**src/hdl/sfba_pkg.sv**
```systemverilog
`timescale 1ns / 1ps

package sfba_pkg;

  // Arena geometry and allocation policy.
  localparam int GRAIN_BYTES     = 8;
  localparam int GRAIN_SHIFT     = $clog2(GRAIN_BYTES);
  localparam int ARENA_GRAINS    = 512;
  localparam int HEADER_BYTES    = 4;
  localparam int NUM_CLASSES     = 512;
  localparam int LINK_BYTES      = 8;
  localparam int MIN_BLOCK_BYTES = HEADER_BYTES + LINK_BYTES;
  localparam int WHOLE_SPAN      = 1 + (MIN_BLOCK_BYTES - 1) / GRAIN_BYTES;
  localparam int MAX_REQUEST     = NUM_CLASSES * GRAIN_BYTES - HEADER_BYTES;

  // Field and storage widths.
  localparam int GRAIN_W  = $clog2(ARENA_GRAINS);
  localparam int SIZE_W   = GRAIN_W + 1;
  localparam int LINK_W   = SIZE_W;
  localparam int CLASS_W  = $clog2(NUM_CLASSES);
  localparam int REQ_W    = 16;
  localparam int ADDR_W   = 12;
  localparam int BYTES_W  = 13;
  localparam int STATUS_W = 3;

  // Two-level occupancy bitmap over the class lists.
  localparam int BM_BITS   = 32;
  localparam int BM_SEL_W  = $clog2(BM_BITS);
  localparam int BM_WORDS  = NUM_CLASSES / BM_BITS;
  localparam int BM_IDX_W  = $clog2(BM_WORDS);

  typedef logic [GRAIN_W-1:0] grain_t;
  typedef logic [SIZE_W-1:0]  size_t;
  typedef logic [LINK_W-1:0]  link_t;
  typedef logic [CLASS_W-1:0] class_t;

  localparam link_t LINK_NULL = '1;

  typedef enum logic {
    CMD_ALLOC = 1'b0,
    CMD_FREE  = 1'b1
  } cmd_e;

  typedef enum logic [STATUS_W-1:0] {
    ST_OK       = 3'd0,
    ST_ZERO     = 3'd1,
    ST_TOO_BIG  = 3'd2,
    ST_NO_MEM   = 3'd3,
    ST_BAD_FREE = 3'd4
  } status_e;

  typedef enum logic [4:0] {
    S_CLEAR,
    S_IDLE,
    S_DECODE,
    S_A_CHECK,
    S_A_BIT,
    S_A_HEAD,
    S_A_SPLIT,
    S_A_SPLIT2,
    S_A_FIN,
    S_F_CHECK,
    S_F_TEST,
    S_F_DOWN,
    S_F_DOWN_TEST,
    S_F_DOWN_MERGE,
    S_F_UP,
    S_F_UP_TEST,
    S_F_UP_MERGE,
    S_F_TAIL,
    S_F_FIN,
    S_UL_READ,
    S_UL_GET,
    S_UL_FIX,
    S_PU_READ,
    S_PU_WRITE,
    S_PU_LINK,
    S_OUT
  } state_e;

  typedef enum logic [4:0] {
    OP_NONE,
    OP_CLEAR,
    OP_LOAD,
    OP_ALLOC_CHECK,
    OP_FIND_BIT,
    OP_TAKE_HEAD,
    OP_WHOLE,
    OP_SPLIT1,
    OP_SPLIT2,
    OP_ALLOC_FIN,
    OP_FREE_CHECK,
    OP_FREE_TEST,
    OP_DOWN_CHECK,
    OP_DOWN_TEST,
    OP_DOWN_MERGE,
    OP_UP_CHECK,
    OP_UP_TEST,
    OP_UP_MERGE,
    OP_FREE_TAIL,
    OP_FREE_FIN,
    OP_UL_READ,
    OP_UL_GET,
    OP_UL_FIX,
    OP_PU_READ,
    OP_PU_WRITE,
    OP_PU_LINK
  } dp_op_e;

  typedef struct packed {
    dp_op_e op;
    logic   publish;
  } cmd_t;

  typedef struct packed {
    logic req_zero;
    logic req_big;
    logic fit_none;
    logic is_free;
    logic do_split;
    logic misaligned;
    logic nbr_alloc;
    logic nbr_empty;
    logic down_ok;
    logic up_in;
    logic clr_last;
    logic out_free;
  } stat_t;

  // Size class of a block of g grains; oversized blocks share the top class.
  function automatic class_t class_of(size_t g);
    size_t d;
    d = g - size_t'(1);
    if (g == '0) begin
      return '0;
    end else if (d >= size_t'(NUM_CLASSES)) begin
      return class_t'(NUM_CLASSES - 1);
    end else begin
      return d[CLASS_W-1:0];
    end
  endfunction

  function automatic logic link_valid(link_t l);
    return l < link_t'(ARENA_GRAINS);
  endfunction

endpackage

```
**src/hdl/sfba_ctrl.sv**
```systemverilog
`timescale 1ns / 1ps

module sfba_ctrl import sfba_pkg::*; (
  input  logic  clk_i,
  input  logic  rst_ni,
  input  logic  in_valid_i,
  output logic  in_ready_o,
  input  stat_t stat_i,
  output cmd_t  cmd_o
);

  state_e state_q, state_d;
  state_e ul_ret_q, pu_ret_q;

  always_comb begin
    state_d = state_q;
    case (state_q)
      S_CLEAR:        if (stat_i.clr_last) state_d = S_IDLE;
      S_IDLE:         if (in_valid_i) state_d = S_DECODE;
      S_DECODE:       state_d = stat_i.is_free ? S_F_CHECK : S_A_CHECK;
      S_A_CHECK: begin
        if (stat_i.req_zero || stat_i.req_big || stat_i.fit_none) begin
          state_d = S_OUT;
        end else begin
          state_d = S_A_BIT;
        end
      end
      S_A_BIT:        state_d = S_A_HEAD;
      S_A_HEAD:       state_d = S_UL_READ;
      S_A_SPLIT:      state_d = stat_i.do_split ? S_A_SPLIT2 : S_A_FIN;
      S_A_SPLIT2:     state_d = S_PU_READ;
      S_A_FIN:        state_d = S_OUT;
      S_F_CHECK:      state_d = stat_i.misaligned ? S_OUT : S_F_TEST;
      S_F_TEST:       state_d = stat_i.nbr_alloc ? S_F_DOWN : S_OUT;
      S_F_DOWN:       state_d = stat_i.down_ok ? S_F_DOWN_TEST : S_F_UP;
      S_F_DOWN_TEST:  state_d = stat_i.nbr_alloc ? S_F_UP : S_UL_READ;
      S_F_DOWN_MERGE: state_d = S_F_DOWN;
      S_F_UP:         state_d = stat_i.up_in ? S_F_UP_TEST : S_F_TAIL;
      S_F_UP_TEST: begin
        if (stat_i.nbr_alloc || stat_i.nbr_empty) begin
          state_d = S_F_TAIL;
        end else begin
          state_d = S_UL_READ;
        end
      end
      S_F_UP_MERGE:   state_d = S_F_UP;
      S_F_TAIL:       state_d = S_PU_READ;
      S_F_FIN:        state_d = S_OUT;
      S_UL_READ:      state_d = S_UL_GET;
      S_UL_GET:       state_d = S_UL_FIX;
      S_UL_FIX:       state_d = ul_ret_q;
      S_PU_READ:      state_d = S_PU_WRITE;
      S_PU_WRITE:     state_d = S_PU_LINK;
      S_PU_LINK:      state_d = pu_ret_q;
      S_OUT:          if (stat_i.out_free) state_d = S_IDLE;
      default:        state_d = S_IDLE;
    endcase
  end

  always_comb begin
    cmd_o.op      = OP_NONE;
    cmd_o.publish = 1'b0;
    in_ready_o    = 1'b0;
    case (state_q)
      S_CLEAR:        cmd_o.op = OP_CLEAR;
      S_IDLE: begin
        in_ready_o = 1'b1;
        cmd_o.op   = in_valid_i ? OP_LOAD : OP_NONE;
      end
      S_A_CHECK:      cmd_o.op = OP_ALLOC_CHECK;
      S_A_BIT:        cmd_o.op = OP_FIND_BIT;
      S_A_HEAD:       cmd_o.op = OP_TAKE_HEAD;
      S_A_SPLIT:      cmd_o.op = stat_i.do_split ? OP_SPLIT1 : OP_WHOLE;
      S_A_SPLIT2:     cmd_o.op = OP_SPLIT2;
      S_A_FIN:        cmd_o.op = OP_ALLOC_FIN;
      S_F_CHECK:      cmd_o.op = OP_FREE_CHECK;
      S_F_TEST:       cmd_o.op = OP_FREE_TEST;
      S_F_DOWN:       cmd_o.op = OP_DOWN_CHECK;
      S_F_DOWN_TEST:  cmd_o.op = OP_DOWN_TEST;
      S_F_DOWN_MERGE: cmd_o.op = OP_DOWN_MERGE;
      S_F_UP:         cmd_o.op = OP_UP_CHECK;
      S_F_UP_TEST:    cmd_o.op = OP_UP_TEST;
      S_F_UP_MERGE:   cmd_o.op = OP_UP_MERGE;
      S_F_TAIL:       cmd_o.op = OP_FREE_TAIL;
      S_F_FIN:        cmd_o.op = OP_FREE_FIN;
      S_UL_READ:      cmd_o.op = OP_UL_READ;
      S_UL_GET:       cmd_o.op = OP_UL_GET;
      S_UL_FIX:       cmd_o.op = OP_UL_FIX;
      S_PU_READ:      cmd_o.op = OP_PU_READ;
      S_PU_WRITE:     cmd_o.op = OP_PU_WRITE;
      S_PU_LINK:      cmd_o.op = OP_PU_LINK;
      S_OUT:          cmd_o.publish = stat_i.out_free;
      default:        cmd_o.op = OP_NONE;
    endcase
  end

  always_ff @(posedge clk_i or negedge rst_ni) begin
    if (!rst_ni) begin
      state_q  <= S_CLEAR;
      ul_ret_q <= S_IDLE;
      pu_ret_q <= S_IDLE;
    end else begin
      state_q <= state_d;
      case (state_q)
        S_A_HEAD:      ul_ret_q <= S_A_SPLIT;
        S_F_DOWN_TEST: ul_ret_q <= S_F_DOWN_MERGE;
        S_F_UP_TEST:   ul_ret_q <= S_F_UP_MERGE;
        S_A_SPLIT2:    pu_ret_q <= S_A_FIN;
        S_F_TAIL:      pu_ret_q <= S_F_FIN;
        default: begin
        end
      endcase
    end
  end

  a_no_accept_in_clear: assert property (@(posedge clk_i) disable iff (!rst_ni)
    (state_q == S_CLEAR) |-> !in_ready_o)
    else $error("input taken during clearing pass");

  a_accept_decodes: assert property (@(posedge clk_i) disable iff (!rst_ni)
    (in_valid_i && in_ready_o) |=> (state_q == S_DECODE))
    else $error("accepted transaction not decoded");

endmodule

```
**config.mk**
```make
export PLATFORM = sky130hd
export DESIGN_NAME = sfba_ctrl
export DESIGN_NICKNAME = d
export VERILOG_FILES = /design/src/hdl/sfba_pkg.sv /design/src/hdl/sfba_ctrl.sv
export SDC_FILE = /design/constraint.sdc
export NUM_CORES = 1
export LEC_CHECK = 0
export ABC_AREA = 0
export BUFFER_PORTS_ARGS = -buffer_cell sky130_fd_sc_hd__buf_2
export CAP_MARGIN = 20
export CORE_MARGIN = 3
export CORE_UTILIZATION = 50
export CTS_CLUSTER_DIAMETER = 150
export DETAILED_ROUTE_END_ITERATION = 7
export PLACE_DENSITY = 0.72
export SLEW_MARGIN = 25
export SYNTH_ARGS = -nofsm -noshare
export SYNTH_HDL_FRONTEND = slang
export SYNTH_SLANG_ARGS = --single-unit
```
**constraint.sdc**
```tcl
create_clock -name clk_i -period 2.2 [get_ports clk_i]
set_clock_uncertainty 0.15 [all_clocks]
set_input_delay 0.44 -clock clk_i [delete_from_list [all_inputs] [get_ports clk_i]]
set_output_delay 0.44 -clock clk_i [all_outputs]
set_load 0.02 [all_outputs]
```
======== After elaboration in Yosys (flattened, before gate mapping) ========
Cells that the tools add are included.
word-level totals
  flip-flop bits (word level) ............. 15
  input bits .............................. 15
  output and inout bits ................... 7
  word-level logic and storage cells ...... 60
cells by class
  equality and inequality tests ........... 28
  muxes and demuxes ....................... 20
  reductions and logical operators ........ 9
operator list
  operator                                       count
  one-hot mux 5 bit (24 select lines)            2
  == test 5 bit, second input constant           10
  == test 5 x 4 -> 1 bit, second input constant  8
  2-to-1 mux 5 bit                               8
  == test 5 x 3 -> 1 bit, second input constant  4
  one-hot mux 5 bit (3 select lines)             1
  == test 5 x 2 -> 1 bit, second input constant  2
  one-hot mux 5 bit (2 select lines)             1
  2-to-1 mux 4 bit                               2
  2-to-1 mux 2 bit                               3
  inequality test 2 bit, second input constant   3
  == test 5 x 1 -> 1 bit, second input constant  1
  logical NOT 5 bit                              1
  OR reduction 2 bit                             2
  logical OR 1 bit                               3
  2-to-1 mux 1 bit                               3
  AND reduction 3 bit                            1
  nonzero test 3 bit                             1
  nonzero test 2 bit                             1

======== Logic depth before layout (Yosys ltp) ========
  depth in word-level cells ............... 4
  gate-level depth with buffers ........... 7
  depth with buffers taken out ............ 5

======== Worst setup path after synthesis ========
No wires, ideal clock.
  kind .................................... register -> output
  start point ............................. reg state_q[4]
  end point ............................... out cmd_o[1] in the netlist's numbering
  arrival time ............................ 1.605 ns
  required time ........................... 1.610 ns
  slack ................................... 0.005 ns
  cell stages (with the launch flop) ...... 7
  buffers on the path ..................... 2
  cells stage by stage .................... dfrtp_1 > buf_6 > buf_2 > or2_2 > o21ai_0 > a21oi_1 > o21ai_0
RTL lines
  what                    RTL line          source
  start, declared         sfba_ctrl.sv:12   state_e state_q, state_d;
  start signal, assigned  sfba_ctrl.sv:103  state_q <= state_d;
  end, declared           sfba_ctrl.sv:9    output cmd_t cmd_o

==> impl_metrics.prom <==
# TYPE chip_impl_metric gauge
chip_impl_info{name="critical_path.startpoint_type",value="flop"} 1
chip_impl_metric{name="grt_pass1_vias",unit=""} 1575
chip_impl_metric{name="gp_congestion",unit=""} 1.08
chip_impl_metric{name="synth_adder_area_share",unit="%"} 0
chip_impl_metric{name="pwr_per_cell_area",unit="nW/um2"} 1690
chip_impl_metric{name="grt.total_usage",unit="%"} 27.9
chip_impl_metric{name="synth-edff-count",unit=""} 0
chip_impl_metric{name="initial_utilization",unit="%"} 53.9
chip_impl_metric{name="die_width",unit="um"} 58.4
chip_impl_metric{name="hold_ws",unit="ns"} 0.273
chip_impl_metric{name="detail_route.iter0.violations",unit=""} 161
chip_impl_metric{name="power.switching_fraction",unit="%"} 52.6
chip_impl_metric{name="postSynthRegisterBits",unit=""} 13
chip_impl_metric{name="maximum_number_of_pins_on_one_net_before_global_route_repair",unit=""} 32
chip_impl_metric{name="switchingPower",unit="mW"} 1.49
chip_impl_info{name="worst_hold_startpoint",value="stat_i[1]"} 1
chip_impl_metric{name="post_synth_and_or_nand_nor_area_fraction",unit="%"} 30.4
chip_impl_metric{name="reg2reg_depth",unit=""} 7
chip_impl_metric{name="synth_warnings",unit=""} 0
chip_impl_info{name="timing.critical_path.slowest_stage_cell",value="sky130_fd_sc_hd__dfrtp_2"} 1
chip_impl_metric{name="antenna_violating_nets_post_route",unit=""} 0
chip_impl_metric{name="detail_route.wl_per_cell",unit="um"} 17.2
chip_impl_metric{name="final_min_period_over_clock_period",unit="%"} 98.3
chip_impl_metric{name="grt_pass1_wl",unit="mm"} 7.44
chip_impl_metric{name="numPortBuffers",unit=""} 21
chip_impl_metric{name="layout.nets",unit=""} 247
chip_impl_metric{name="power_frac_seq",unit="%"} 17.0
chip_impl_metric{name="routed_via_density",unit=""} 6.57
chip_impl_metric{name="finalMaxSlewViolations",unit=""} 0
chip_impl_metric{name="dr_total_vias",unit=""} 1714
chip_impl_info{name="synth.cells.most_frequent",value="sky130_fd_sc_hd__o21ai_0, sky130_fd_sc_hd__nand2_1, sky130_fd_sc_hd__a21oi_1"} 1
chip_impl_info{name="rr_endpoint",value="state_q[0]"} 1
chip_impl_metric{name="max-clock-path-buffers",unit=""} 2
chip_impl_metric{name="inserted_clock_buffers",unit=""} 3
chip_impl_metric{name="netlist_area",unit="um2"} 1370
chip_impl_info{name="critical_path.cell_chain",value="buf_8 > o21a_1 > nor2_2 > o21ai_0 > o21ai_0 > buf_2"} 1
chip_impl_metric{name="syn_to_final_growth",unit="%"} 21.9
chip_impl_info{name="critPathLaunch",value="state_q[2]"} 1
chip_impl_metric{name="fraction_of_synthesized_area_in_multiplexers",unit="%"} 0
chip_impl_metric{name="fp.dieArea",unit="um2"} 3410
chip_impl_metric{name="final_period_minus_worst_setup_slack",unit="ns"} 2.16
chip_impl_metric{name="finalHoldViolCount",unit=""} 0
chip_impl_info{name="worstSetupEndpointType",value="output port"} 1
chip_impl_metric{name="grt.overflow.total",unit=""} 0
chip_impl_metric{name="worst_ep_required_time",unit="ns"} 1.61
chip_impl_metric{name="clkTransAtPathRegs",unit="ns"} 0.07
chip_impl_metric{name="clk_latency",unit="ns"} 0.26
chip_impl_info{name="holdCritPathClass",value="input port to flop"} 1
chip_impl_metric{name="depth_of_the_cts_h_tree",unit=""} 1
chip_impl_metric{name="cellLeakagePower",unit="nW"} 0.683
chip_impl_info{name="critPathMostFrequentCell",value="sky130_fd_sc_hd__o21ai_0"} 1
chip_impl_metric{name="top_level_i_o_count",unit=""} 22
chip_impl_info{name="cts_root_buf",value="sky130_fd_sc_hd__clkbuf_4"} 1
chip_impl_metric{name="cp_slowest_stage_delay",unit="ns"} 0.44
chip_impl_metric{name="cell_internal_pwr",unit="mW"} 1.34
chip_impl_metric{name="post_synthesis_cell_type_count",unit=""} 45
chip_impl_info{name="cts_tree",value="done"} 1
chip_impl_info{name="synth.top_cells.by_area",value="sky130_fd_sc_hd__dfrtp_1, sky130_fd_sc_hd__o21ai_0, sky130_fd_sc_hd__a21oi_1, sky130_fd_sc_hd__nand2_1, sky130_fd_sc_hd__nor2b_1"} 1
chip_impl_metric{name="synth-compound-area-share",unit="%"} 37.2
chip_impl_metric{name="final-setup-viol-count",unit=""} 0
chip_impl_metric{name="detail_route.first_pass.iterations",unit=""} 4
chip_impl_info{name="timing.rr.start",value="state_q[2]"} 1
chip_impl_metric{name="dieHeight",unit="um"} 58.4
chip_impl_metric{name="antenna_found_initial",unit=""} 0
chip_impl_metric{name="postSynth.asyncResetShare",unit="%"} 100
chip_impl_metric{name="whs_path_depth",unit=""} 2
chip_impl_metric{name="std_cell_rows",unit=""} 18
chip_impl_metric{name="non_filler_instance_count_after_layout",unit=""} 261
chip_impl_metric{name="total_drc_errors_in_the_routed_layout",unit=""} 0
chip_impl_info{name="combinational_family_with_the_most_area_after_synthesis",value="compound AO/OA/AOI/OAI gates"} 1
chip_impl_metric{name="clock-sinks",unit=""} 13
chip_impl_metric{name="finalWirelength",unit="mm"} 4.50
chip_impl_metric{name="synthesis.instances",unit=""} 200
chip_impl_info{name="yosysMostFrequentCell",value="sky130_fd_sc_hd__o21ai_0"} 1
chip_impl_metric{name="worst_slew_pin_slew",unit="ns"} 0.365
chip_impl_metric{name="power.ir.vdd_worst",unit="uV"} 1320
chip_impl_info{name="critical_path_class",value="flop to output port"} 1
chip_impl_metric{name="timing.reg2reg.setup_slack",unit="ns"} 0.20
chip_impl_metric{name="avgSynthCellArea",unit="um2"} 6.86
chip_impl_info{name="holdPathEnd",value="state_q[0]"} 1
chip_impl_metric{name="pwr-share-comb",unit="%"} 78.3
chip_impl_metric{name="fmax",unit="GHz"} 0.462
chip_impl_metric{name="number_of_diodes_added_for_antenna_fixing",unit=""} 0
chip_impl_metric{name="core",unit="um2"} 2540
chip_impl_metric{name="worstPathArrival",unit="ns"} 1.57
chip_impl_metric{name="place_ws",unit="ns"} 0.190
chip_impl_metric{name="synth_xor_area_share",unit="%"} 0
chip_impl_info{name="outcome",value="complete, no violations"} 1
chip_impl_metric{name="placed_wire_length_estimate_after_detailed_placement",unit="mm"} 3.44
chip_impl_info{name="synthDominantAreaCellType",value="sky130_fd_sc_hd__dfrtp_1"} 1
chip_impl_metric{name="drv.max_cap_violation_count",unit=""} 0
chip_impl_metric{name="ys_seq_area_share",unit="%"} 23.9
chip_impl_metric{name="area_share_of_the_largest_cell_type_after_synthesis",unit="%"} 20.1
chip_impl_metric{name="critical_path.max_fanout",unit=""} 17
chip_impl_metric{name="placedCellCount",unit=""} 251
chip_impl_info{name="prevailing_post_synth_register_cell",value="sky130_fd_sc_hd__dfrtp_1"} 1
chip_impl_metric{name="final_layout_size_suffix_gt1_share",unit="%"} 27.3
chip_impl_metric{name="slew-limit-headroom",unit="%"} 75.6
chip_impl_metric{name="mappedNetlistNets",unit=""} 215
chip_impl_metric{name="worst_slack",unit="ns"} 0.0369
chip_impl_metric{name="p_total",unit="mW"} 2.83
chip_impl_metric{name="pwr-share-clk",unit="%"} 4.7
==> cell usage in the layout (no fill, tap or decap), types with 5 or more instances in the layout <==
| cell | Yosys | layout |
|---|---|---|
| sky130_fd_sc_hd__buf_4 | 1 | 21 |
| sky130_fd_sc_hd__nand2_1 | 23 | 23 |
| sky130_fd_sc_hd__buf_2 | 12 | 19 |
| sky130_fd_sc_hd__o21ai_1 | 2 | 5 |
| sky130_fd_sc_hd__a21oi_1 | 22 | 22 |
| sky130_fd_sc_hd__o22ai_1 | 5 | 5 |
| sky130_fd_sc_hd__o21ai_0 | 29 | 26 |
| sky130_fd_sc_hd__nand2b_1 | 7 | 7 |
| sky130_fd_sc_hd__nand4_1 | 5 | 5 |
| sky130_fd_sc_hd__dfrtp_1 | 11 | 7 |
| sky130_fd_sc_hd__nor2_1 | 12 | 9 |
| sky130_fd_sc_hd__nor2b_1 | 10 | 7 |
| sky130_fd_sc_hd__nand3_1 | 6 | 6 |
| sky130_fd_sc_hd__nor3_1 | 6 | 6 |
==> power by group through the flow <==
| stage | Clock [mW] | Sequential [mW] | Combinational (mW) |
|---|---|---|---|
| 2_1_floorplan | 0 | 0.405 | 1.46 |
| 3_3_place_gp | 0 | 0.478 | 1.98 |
| 3_5_place_dp | 0 | 0.477 | 1.99 |
| 4_1_cts | 0.140 | 0.461 | 2.05 |
| 5_1_grt | 0.154 | 0.498 | 2.41 |
| 6_report | 0.132 | 0.481 | 2.22 |
==> state kept, by name, summed over array words and instances (netlist names) <==
register / flops
pu_ret_q: 3
state_q: 5
ul_ret_q: 5
==> through the flow <==
step           cell area [um2]  TNS, ns  utilization (%)
5_1_grt                   1670  -0.0234             65.7
4_1_cts                   1620        0             63.7
2_1_floorplan             1370        0                -
3_5_place_dp              1560        0             61.2
6_report                  1670        0             65.7
3_3_place_gp              1560        0             61.2
==> how the worst max path moves through the flow <==
stage | to | slack, ns
2_1_floorplan | cmd_o[1] | 0.005
3_5_place_dp | cmd_o[5] | 0.19
3_3_place_gp | cmd_o[2] | 0.15
4_1_cts | cmd_o[4] | 0.002
6_report | cmd_o[4] | 0.04
5_1_grt | cmd_o[4] | -0.01
==> kinds of logic after synthesis <==
kind of cell	Yosys count
AND/OR/NAND/NOR	81
AO/OA/AOI/OAI	84
buffers and inverters	22
flip-flops	13
==> layout make-up <==
class | instances | area, um2
fillers | 213 | 872
clock buffers | 4 | 26.3
multi-input cells | 165 | 948
flip-flops and latches | 13 | 333
repair buffers | 44 | 309
well taps | 30 | 37.5
inverters | 5 | 18.8
==> critical path, delay by kind of cell (launching register included) <==
kind,cells,cell delay [ns]
AOI/OAI and AO/OA,3,0.37
DFF,1,0.44
and+or+nand+nor,1,0.14
buffers and inverters,2,0.35
==> timing repair <==
item	CTS	global route
hold buffers	1	0
endpoints found under the setup margin	5	7
endpoints found under the hold margin	11	0
gates resized for setup	2	17
buffers inserted	3	2
pin swaps	0	1
==> routing by layer <==
layer | up-vias | GRT usage [%] | share of wire [%]
met5 | - | 0 | 0
met2 | 108 | 42.9 | 45
met3 | 13 | 3.29 | 12
met4 | 0 | 12.6 | 2.9
met1 | 798 | 39.0 | 40
li1 | 795 | - | -
Power figures use the tool's default switching activity.
